[config.mk]
export PLATFORM = sky130hd
export DESIGN_NAME = extended_gcd_unit
export DESIGN_NICKNAME = d
export VERILOG_FILES = /design/src/rtl/egcd_pkg.sv /design/src/rtl/extended_gcd_unit.sv /design/src/rtl/egcd_datapath.sv /design/src/rtl/egcd_ctrl.sv
export SDC_FILE = /design/constraint.sdc
export NUM_CORES = 1
export LEC_CHECK = 0
export BUFFER_PORTS_ARGS = -buffer_cell sky130_fd_sc_hd__buf_2
export CAP_MARGIN = 20
export CORE_MARGIN = 3
export CORE_UTILIZATION = 40
export CTS_CLUSTER_SIZE = 14
export DETAILED_ROUTE_END_ITERATION = 10
export PLACE_DENSITY = 0.61
export SLEW_MARGIN = 5
export SYNTH_ARGS = -nofsm -noshare
export SYNTH_HDL_FRONTEND = slang
export SYNTH_SLANG_ARGS = --single-unit
export TNS_END_PERCENT = 50
[constraint.sdc]
create_clock -name clk -period 9.94 [get_ports clk]
set_input_delay 1.988 -clock clk [delete_from_list [all_inputs] [get_ports clk]]
set_output_delay 1.988 -clock clk [all_outputs]
set_load 0.03 [all_outputs]
[src/rtl/egcd_pkg.sv]
package egcd_pkg;

    // Commands from the controller to the datapath
    typedef struct packed {
        logic load;       // capture a new operand request
        logic init_div;   // start a quotient step: divisor into the shift registers
        logic shift_up;   // alignment: double the shifted divisor and coefficients
        logic sub_step;   // one restoring quotient bit, then halve the shifted terms
        logic swap;       // rotate the remainder and coefficient pairs
        logic capture;    // copy the finished result into the output registers
    } egcd_cmd_t;

    // Status from the datapath to the controller
    typedef struct packed {
        logic cur_zero;   // current divisor is zero, Euclid loop is done
        logic align_ok;   // doubled shifted divisor still fits in the remainder
        logic last_bit;   // shifted divisor is back at the unshifted divisor
    } egcd_status_t;

endpackage

[src/rtl/extended_gcd_unit.sv]
// Channel   Signals                                   Direction  Accepted when
// operand   operand_valid, operand_stall, operand_a/b in         valid && !stall
// result    result_valid, result_stall, gcd_value,    out        valid && !stall
//           coeff_x, coeff_y
//
// One request at a time. Each Euclid step runs on one shared shift-subtract divider: the
// divisor is doubled while the doubled value still fits in the remainder, then one restoring
// quotient bit is taken per halving back to the divisor, and the remainder pairs rotate.
// The result sits in an output register, so a new request is taken while it waits.
// Reset (rst_n, async, active low) clears only the controller and result valid.
// A stalled result holds; the unit then waits before writing the next one.
module extended_gcd_unit #(
    parameter int DATA_WIDTH = 32
) (
    input  logic                         clk,
    input  logic                         rst_n,
    input  logic                         operand_valid,
    output logic                         operand_stall,
    input  logic [DATA_WIDTH-2:0]        operand_a,
    input  logic [DATA_WIDTH-2:0]        operand_b,
    output logic                         result_valid,
    input  logic                         result_stall,
    output logic [DATA_WIDTH-2:0]        gcd_value,
    output logic signed [DATA_WIDTH-1:0] coeff_x,
    output logic signed [DATA_WIDTH-1:0] coeff_y
);

    egcd_pkg::egcd_cmd_t    cmd;
    egcd_pkg::egcd_status_t status;

    egcd_ctrl u_ctrl (
        .clk           (clk),
        .rst_n         (rst_n),
        .operand_valid (operand_valid),
        .operand_stall (operand_stall),
        .result_valid  (result_valid),
        .result_stall  (result_stall),
        .status        (status),
        .cmd           (cmd)
    );

    egcd_datapath #(
        .DATA_WIDTH (DATA_WIDTH)
    ) u_datapath (
        .clk       (clk),
        .cmd       (cmd),
        .status    (status),
        .operand_a (operand_a),
        .operand_b (operand_b),
        .gcd_value (gcd_value),
        .coeff_x   (coeff_x),
        .coeff_y   (coeff_y)
    );

endmodule

[src/rtl/egcd_datapath.sv]
module egcd_datapath #(
    parameter int DATA_WIDTH = 32
) (
    input  logic                         clk,
    input  egcd_pkg::egcd_cmd_t          cmd,
    output egcd_pkg::egcd_status_t       status,
    input  logic [DATA_WIDTH-2:0]        operand_a,
    input  logic [DATA_WIDTH-2:0]        operand_b,
    output logic [DATA_WIDTH-2:0]        gcd_value,
    output logic signed [DATA_WIDTH-1:0] coeff_x,
    output logic signed [DATA_WIDTH-1:0] coeff_y
);

    localparam int OpW   = DATA_WIDTH - 1;
    localparam int CoW   = DATA_WIDTH;
    localparam int WideW = 2 * DATA_WIDTH;

    // Remainder pair and coefficient pairs
    logic [OpW-1:0]   prev_r_reg, cur_r_reg;
    logic [CoW-1:0]   prev_s_reg, cur_s_reg;
    logic [CoW-1:0]   prev_t_reg, cur_t_reg;
    // Shifted divisor and shifted coefficients (exact, sign extended)
    logic [OpW-1:0]   dsh_reg;
    logic [WideW-1:0] ssh_reg, tsh_reg;
    // Output registers
    logic [OpW-1:0]   gcd_reg;
    logic [CoW-1:0]   x_reg, y_reg;

    logic             fits;

    // Status
    assign fits            = (dsh_reg <= prev_r_reg);
    assign status.cur_zero = (cur_r_reg == '0);
    assign status.align_ok = ({dsh_reg, 1'b0} <= {1'b0, prev_r_reg});
    assign status.last_bit = (dsh_reg == cur_r_reg);

    // Euclid registers
    always_ff @(posedge clk)
    begin
        if (cmd.load)
        begin
            prev_r_reg <= operand_a;
            cur_r_reg  <= operand_b;
            prev_s_reg <= CoW'(1);
            cur_s_reg  <= '0;
            prev_t_reg <= '0;
            cur_t_reg  <= CoW'(1);
        end
        else if (cmd.sub_step)
        begin
            if (fits)
            begin
                prev_r_reg <= prev_r_reg - dsh_reg;
                prev_s_reg <= prev_s_reg - ssh_reg[CoW-1:0];
                prev_t_reg <= prev_t_reg - tsh_reg[CoW-1:0];
            end
        end
        else if (cmd.swap)
        begin
            prev_r_reg <= cur_r_reg;
            cur_r_reg  <= prev_r_reg;
            prev_s_reg <= cur_s_reg;
            cur_s_reg  <= prev_s_reg;
            prev_t_reg <= cur_t_reg;
            cur_t_reg  <= prev_t_reg;
        end
    end

    // Shift-subtract divider terms
    always_ff @(posedge clk)
    begin
        if (cmd.init_div)
        begin
            dsh_reg <= cur_r_reg;
            ssh_reg <= {{CoW{cur_s_reg[CoW-1]}}, cur_s_reg};
            tsh_reg <= {{CoW{cur_t_reg[CoW-1]}}, cur_t_reg};
        end
        else if (cmd.shift_up)
        begin
            dsh_reg <= {dsh_reg[OpW-2:0], 1'b0};
            ssh_reg <= {ssh_reg[WideW-2:0], 1'b0};
            tsh_reg <= {tsh_reg[WideW-2:0], 1'b0};
        end
        else if (cmd.sub_step)
        begin
            dsh_reg <= {1'b0, dsh_reg[OpW-1:1]};
            ssh_reg <= {ssh_reg[WideW-1], ssh_reg[WideW-1:1]};
            tsh_reg <= {tsh_reg[WideW-1], tsh_reg[WideW-1:1]};
        end
    end

    // Output registers
    always_ff @(posedge clk)
    begin
        if (cmd.capture)
        begin
            gcd_reg <= prev_r_reg;
            x_reg   <= prev_s_reg;
            y_reg   <= prev_t_reg;
        end
    end

    assign gcd_value = gcd_reg;
    assign coeff_x   = $signed(x_reg);
    assign coeff_y   = $signed(y_reg);

endmodule

[src/rtl/egcd_ctrl.sv]
module egcd_ctrl (
    input  logic                   clk,
    input  logic                   rst_n,
    input  logic                   operand_valid,
    output logic                   operand_stall,
    output logic                   result_valid,
    input  logic                   result_stall,
    input  egcd_pkg::egcd_status_t status,
    output egcd_pkg::egcd_cmd_t    cmd
);

    typedef enum logic [2:0] {
        S_IDLE,
        S_CHECK,
        S_ALIGN,
        S_SUB,
        S_SWAP,
        S_HOLD
    } state_t;

    state_t state_reg, state_next;
    logic   result_valid_reg, result_valid_next;
    logic   out_free;

    assign out_free = !result_valid_reg || !result_stall;

    // Next state and commands
    always_comb
    begin
        state_next = state_reg;
        cmd        = '0;
        case (state_reg)
            S_IDLE:
            begin
                if (operand_valid)
                begin
                    cmd.load   = 1'b1;
                    state_next = S_CHECK;
                end
            end
            S_CHECK:
            begin
                if (status.cur_zero)
                begin
                    state_next = S_HOLD;
                end
                else
                begin
                    cmd.init_div = 1'b1;
                    state_next   = S_ALIGN;
                end
            end
            S_ALIGN:
            begin
                if (status.align_ok)
                    cmd.shift_up = 1'b1;
                else
                    state_next = S_SUB;
            end
            S_SUB:
            begin
                cmd.sub_step = 1'b1;
                if (status.last_bit)
                    state_next = S_SWAP;
            end
            S_SWAP:
            begin
                cmd.swap   = 1'b1;
                state_next = S_CHECK;
            end
            S_HOLD:
            begin
                if (out_free)
                begin
                    cmd.capture = 1'b1;
                    state_next  = S_IDLE;
                end
            end
            default:
            begin
                state_next = S_IDLE;
            end
        endcase
    end

    // Result valid: set on capture, cleared when taken
    always_comb
    begin
        result_valid_next = result_valid_reg;
        if (cmd.capture)
            result_valid_next = 1'b1;
        else if (!result_stall)
            result_valid_next = 1'b0;
    end

    always_ff @(posedge clk or negedge rst_n)
    begin
        if (!rst_n)
        begin
            state_reg        <= S_IDLE;
            result_valid_reg <= 1'b0;
        end
        else
        begin
            state_reg        <= state_next;
            result_valid_reg <= result_valid_next;
        end
    end

    assign operand_stall = (state_reg != S_IDLE);
    assign result_valid  = result_valid_reg;

`ifndef SYNTHESIS
    // Never overwrite a result that is still waiting
    a_no_overwrite: assert property (@(posedge clk) disable iff (!rst_n)
        cmd.capture |-> !(result_valid_reg && result_stall))
        else $error("egcd: result overwritten while stalled");

    // An accepted request always starts with the divisor check
    a_accept_check: assert property (@(posedge clk) disable iff (!rst_n)
        (operand_valid && !operand_stall) |=> (state_reg == S_CHECK))
        else $error("egcd: accepted request did not reach check");

    // Last quotient bit leads to the pair rotation
    a_sub_to_swap: assert property (@(posedge clk) disable iff (!rst_n)
        (state_reg == S_SUB && status.last_bit) |=> (state_reg == S_SWAP))
        else $error("egcd: quotient step did not end in swap");

    // A stalled result is held until taken
    a_hold_result: assert property (@(posedge clk) disable iff (!rst_n)
        (result_valid_reg && result_stall) |=> result_valid_reg)
        else $error("egcd: stalled result dropped");
`endif

endmodule
==> impl_metrics.tcl <==
set metrics [dict create \
    synthTopCellsByCount "edfxtp_1, nor3_1, nand2_1, nor2_1, a21oi_1" \
    worstReg2RegStart "u_datapath.dsh_reg[24]$_DFFE_PP_" \
    wire_per_inst_um 21.0 \
    hold_buffers 0 \
    tightest_slew_ns 1.07 \
    async_flop_share 0.00893 \
    layout_min_cycle_time_ns 5.18 \
    whs_endpoint "u_datapath.prev_s_reg[26]$_SDFFE_PP0P_" \
    worst_ep_arrival_time_ns 5.40 \
    fillers 5753 \
    hp-start "u_datapath.cur_s_reg[26]$_SDFFE_PP0P_" \
    grt_overflow_total 0 \
    yosys_warnings 0 \
    syn_inst 2471 \
    synthMuxAreaShare 0.0127 \
    drc 0 \
    routed.top_layer "met4" \
    synthToLayoutAreaGrowth_pct 12.1 \
    ios 163 \
    final.period_utilization 0.521 \
    synth_top_family_by_area "compound AO/OA/AOI/OAI gates" \
    synthSimpleGateAreaFrac 0.142 \
    start_util 0.407 \
    wl_met2_um 32700 \
    yosys.area.top_type_share 0.384 \
    io_buffers 162 \
    post-place-cells 3286 \
    synth.most_common_cell "edfxtp_1" \
    synth.area.top_cells "edfxtp_1, dfxtp_1, ha_1" \
    first_pass_iters 5 \
    cp_slowest_cell "nor4_1" \
    yosys_most_used_dff "edfxtp_1" \
    synth_seq_area_share 0.492 \
    layout-drive-gt1-share 0.118 \
    hold_path_class "register to register" \
    worst_setup_path_end_kind "register" \
    antennaDiodeCount 0 \
    crit_family "buffers and inverters" \
    clkTransAtPathRegs_ns 0.06 \
    clock.fmax_mhz 193 \
    met1_length_um 31800 \
    htree_num_levels 2 \
    r2r_cells 10 \
    clk_latency_ns 0.60 \
    synth_compound_area_frac 0.198 \
    cts_setup_buffers 0 \
    holdWs_ns 0.476 \
    clock-root-buffer "clkbuf_16" \
    reg2reg_to "u_datapath.ssh_reg[48]$_DFFE_PP_" \
    cp-start-kind "register" \
    ant_nets 0 \
    synth_edf_count 316 \
    criticalPathCategory "register to register" \
    cts_tree "yes" \
    grt_max_degree 201 \
    fp.coreArea_mm2 0.0607 \
    worstPathMaxFanout 73 \
    slew_headroom 0.288 \
    ys_ff_latch 448 \
    final.setup.tns_ns 0 \
    finalWirelength_um 71000 \
    yosys.area.top_type "edfxtp_1" \
    status "completed" \
    synth_adder_area_share 0.0647 \
    timing.final.max_slew_violations 0 \
    crit_path_frequent_cell "buf_4" \
    syn_avg_cell_area_um2 10.0 \
    setup_viol 0 \
    cpPeakStageDelay_ns 0.92 \
    grt_pass1_vias 19200 \
    synth_area_mm2 0.0247 \
    grt_use_total 0.215 \
    numClockSinks 448 \
    maxCapViolCount 0 \
    required_ns 10.16 \
    drt_iter0_markers 1507 \
    cts_buffers 49 \
    crit_buf_inv 4 \
    rrSetupSlack_ns 4.76 \
    via_per_inst 5.89 \
    syn-num-nets 2663 \
    vias 19900 \
    min_path_cells 2 \
    finalClockSkew_ns 0.0262 \
    final_hold_viol_count 0 \
    gp_congestion 0.925 \
    synth_xor_area_frac 0.0383 \
    die_area_mm2 0.0648 \
    met3WireLength_um 4820 \
    ys_types 92 \
    rsz0062_at_grt "false" \
    post_cts_resized 0 \
    fin_cells 3376 \
    die_y_um 254 \
    dieWidth_um 254 \
    clockBufferDepth 3 \
    critPathLaunch "u_datapath.dsh_reg[24]$_DFFE_PP_" \
    dpl.hpwl_um 46100 \
    grt_pass1_wl_um 110000 \
    antenna_found_initial 0 \
    cp_cell_sequence "ha_1 -> nand4_1 -> nor4_1 -> a21oi_1 -> a31oi_4 -> buf_4 -> nand3_4 -> buf_4 -> buf_16 -> buf_4" \
    fp-row-count 90 \
    final_nets 2748 \
]
## cells by family after synthesis
| group | count (synthesis) |
|---|---|
| AO/OA/AOI/OAI | 702 |
| XOR/XNOR | 108 |
| AND/OR/NAND/NOR | 755 |
| adder cells (fa/ha/maj) | 126 |
| multiplexers | 31 |
| flip-flops | 448 |
| buffers and inverters | 301 |
## per-layer routing
metal / GRT usage / up-vias
met3: 0.0352 / 108
met2: 0.352 / 719
li1: - / 9358
met4: 0.0570 / 0
met1: 0.298 / 9714
met5: 0 / -
## worst max-delay path by stage
stage	slack (ns)	endpoint	cells past startpoint
3_3_place_gp	4.80	u_datapath.dsh_reg[2]$_DFFE_PP_	9
5_1_grt	4.44	u_datapath.ssh_reg[48]$_DFFE_PP_	10
3_5_place_dp	4.69	u_datapath.dsh_reg[9]$_DFFE_PP_	9
6_report	4.76	u_datapath.ssh_reg[48]$_DFFE_PP_	10
2_1_floorplan	2.64	u_datapath.dsh_reg[0]$_DFFE_PP_	11
4_1_cts	4.65	u_datapath.dsh_reg[4]$_DFFE_PP_	9
## worst reg2reg max path: cells and delay by family, from the launching register on
| family | cells | cell delay (ns) |
|---|---|---|
| AND/OR/NAND/NOR | 3 | 1.59 |
| buffers and inverters | 4 | 1.81 |
| adder cells (fa/ha/maj) | 1 | 0.35 |
| flip-flops | 1 | 0.47 |
| AO/OA/AOI/OAI | 2 | 0.51 |
## layout make-up
| type | count | area (µm²) | area share |
|---|---|---|---|
| timing repair buffer | 185 | 1040 | 0.0374 |
| inverter | 150 | 563 | 0.0203 |
| tap | 782 | 978 | 0.0353 |
| clock inverter | 23 | 260 | 0.00940 |
| clock buffer | 66 | 1370 | 0.0496 |
| multi-input combinational | 1722 | 11300 | 0.409 |
| sequential | 448 | 12200 | 0.439 |
## layout by cell type, fill, tap and decap left out, types with 15 or more instances in the layout
master,count
o21a_1,24
mux2i_1,29
xnor2_1,72
o211ai_1,19
edfxtp_1,316
clkbuf_16,51
nor2_1,171
a221o_1,67
a21o_1,67
a31oi_1,29
nor4_1,15
inv_1,149
buf_4,20
o21ai_0,134
a211oi_1,26
nand3_1,26
nand4_1,34
dfxtp_1,128
buf_2,162
ha_1,123
nand2_1,204
a22o_1,65
and3_1,15
xor2_1,36
a21oi_1,165
nor3_1,215
## through the flow
stage           util  area (µm²)  worst slack, ns
2_1_floorplan      -       24700             2.64
3_3_place_gp   0.429       26000             4.80
3_5_place_dp   0.429       26000             4.69
4_1_cts        0.456       27700             4.65
5_1_grt        0.456       27700             4.44
6_report       0.456       27700             4.76
Power is left out: the tool's default activity adds up to more than one toggle a clock period on the data nets, which glitch-free logic cannot reach.
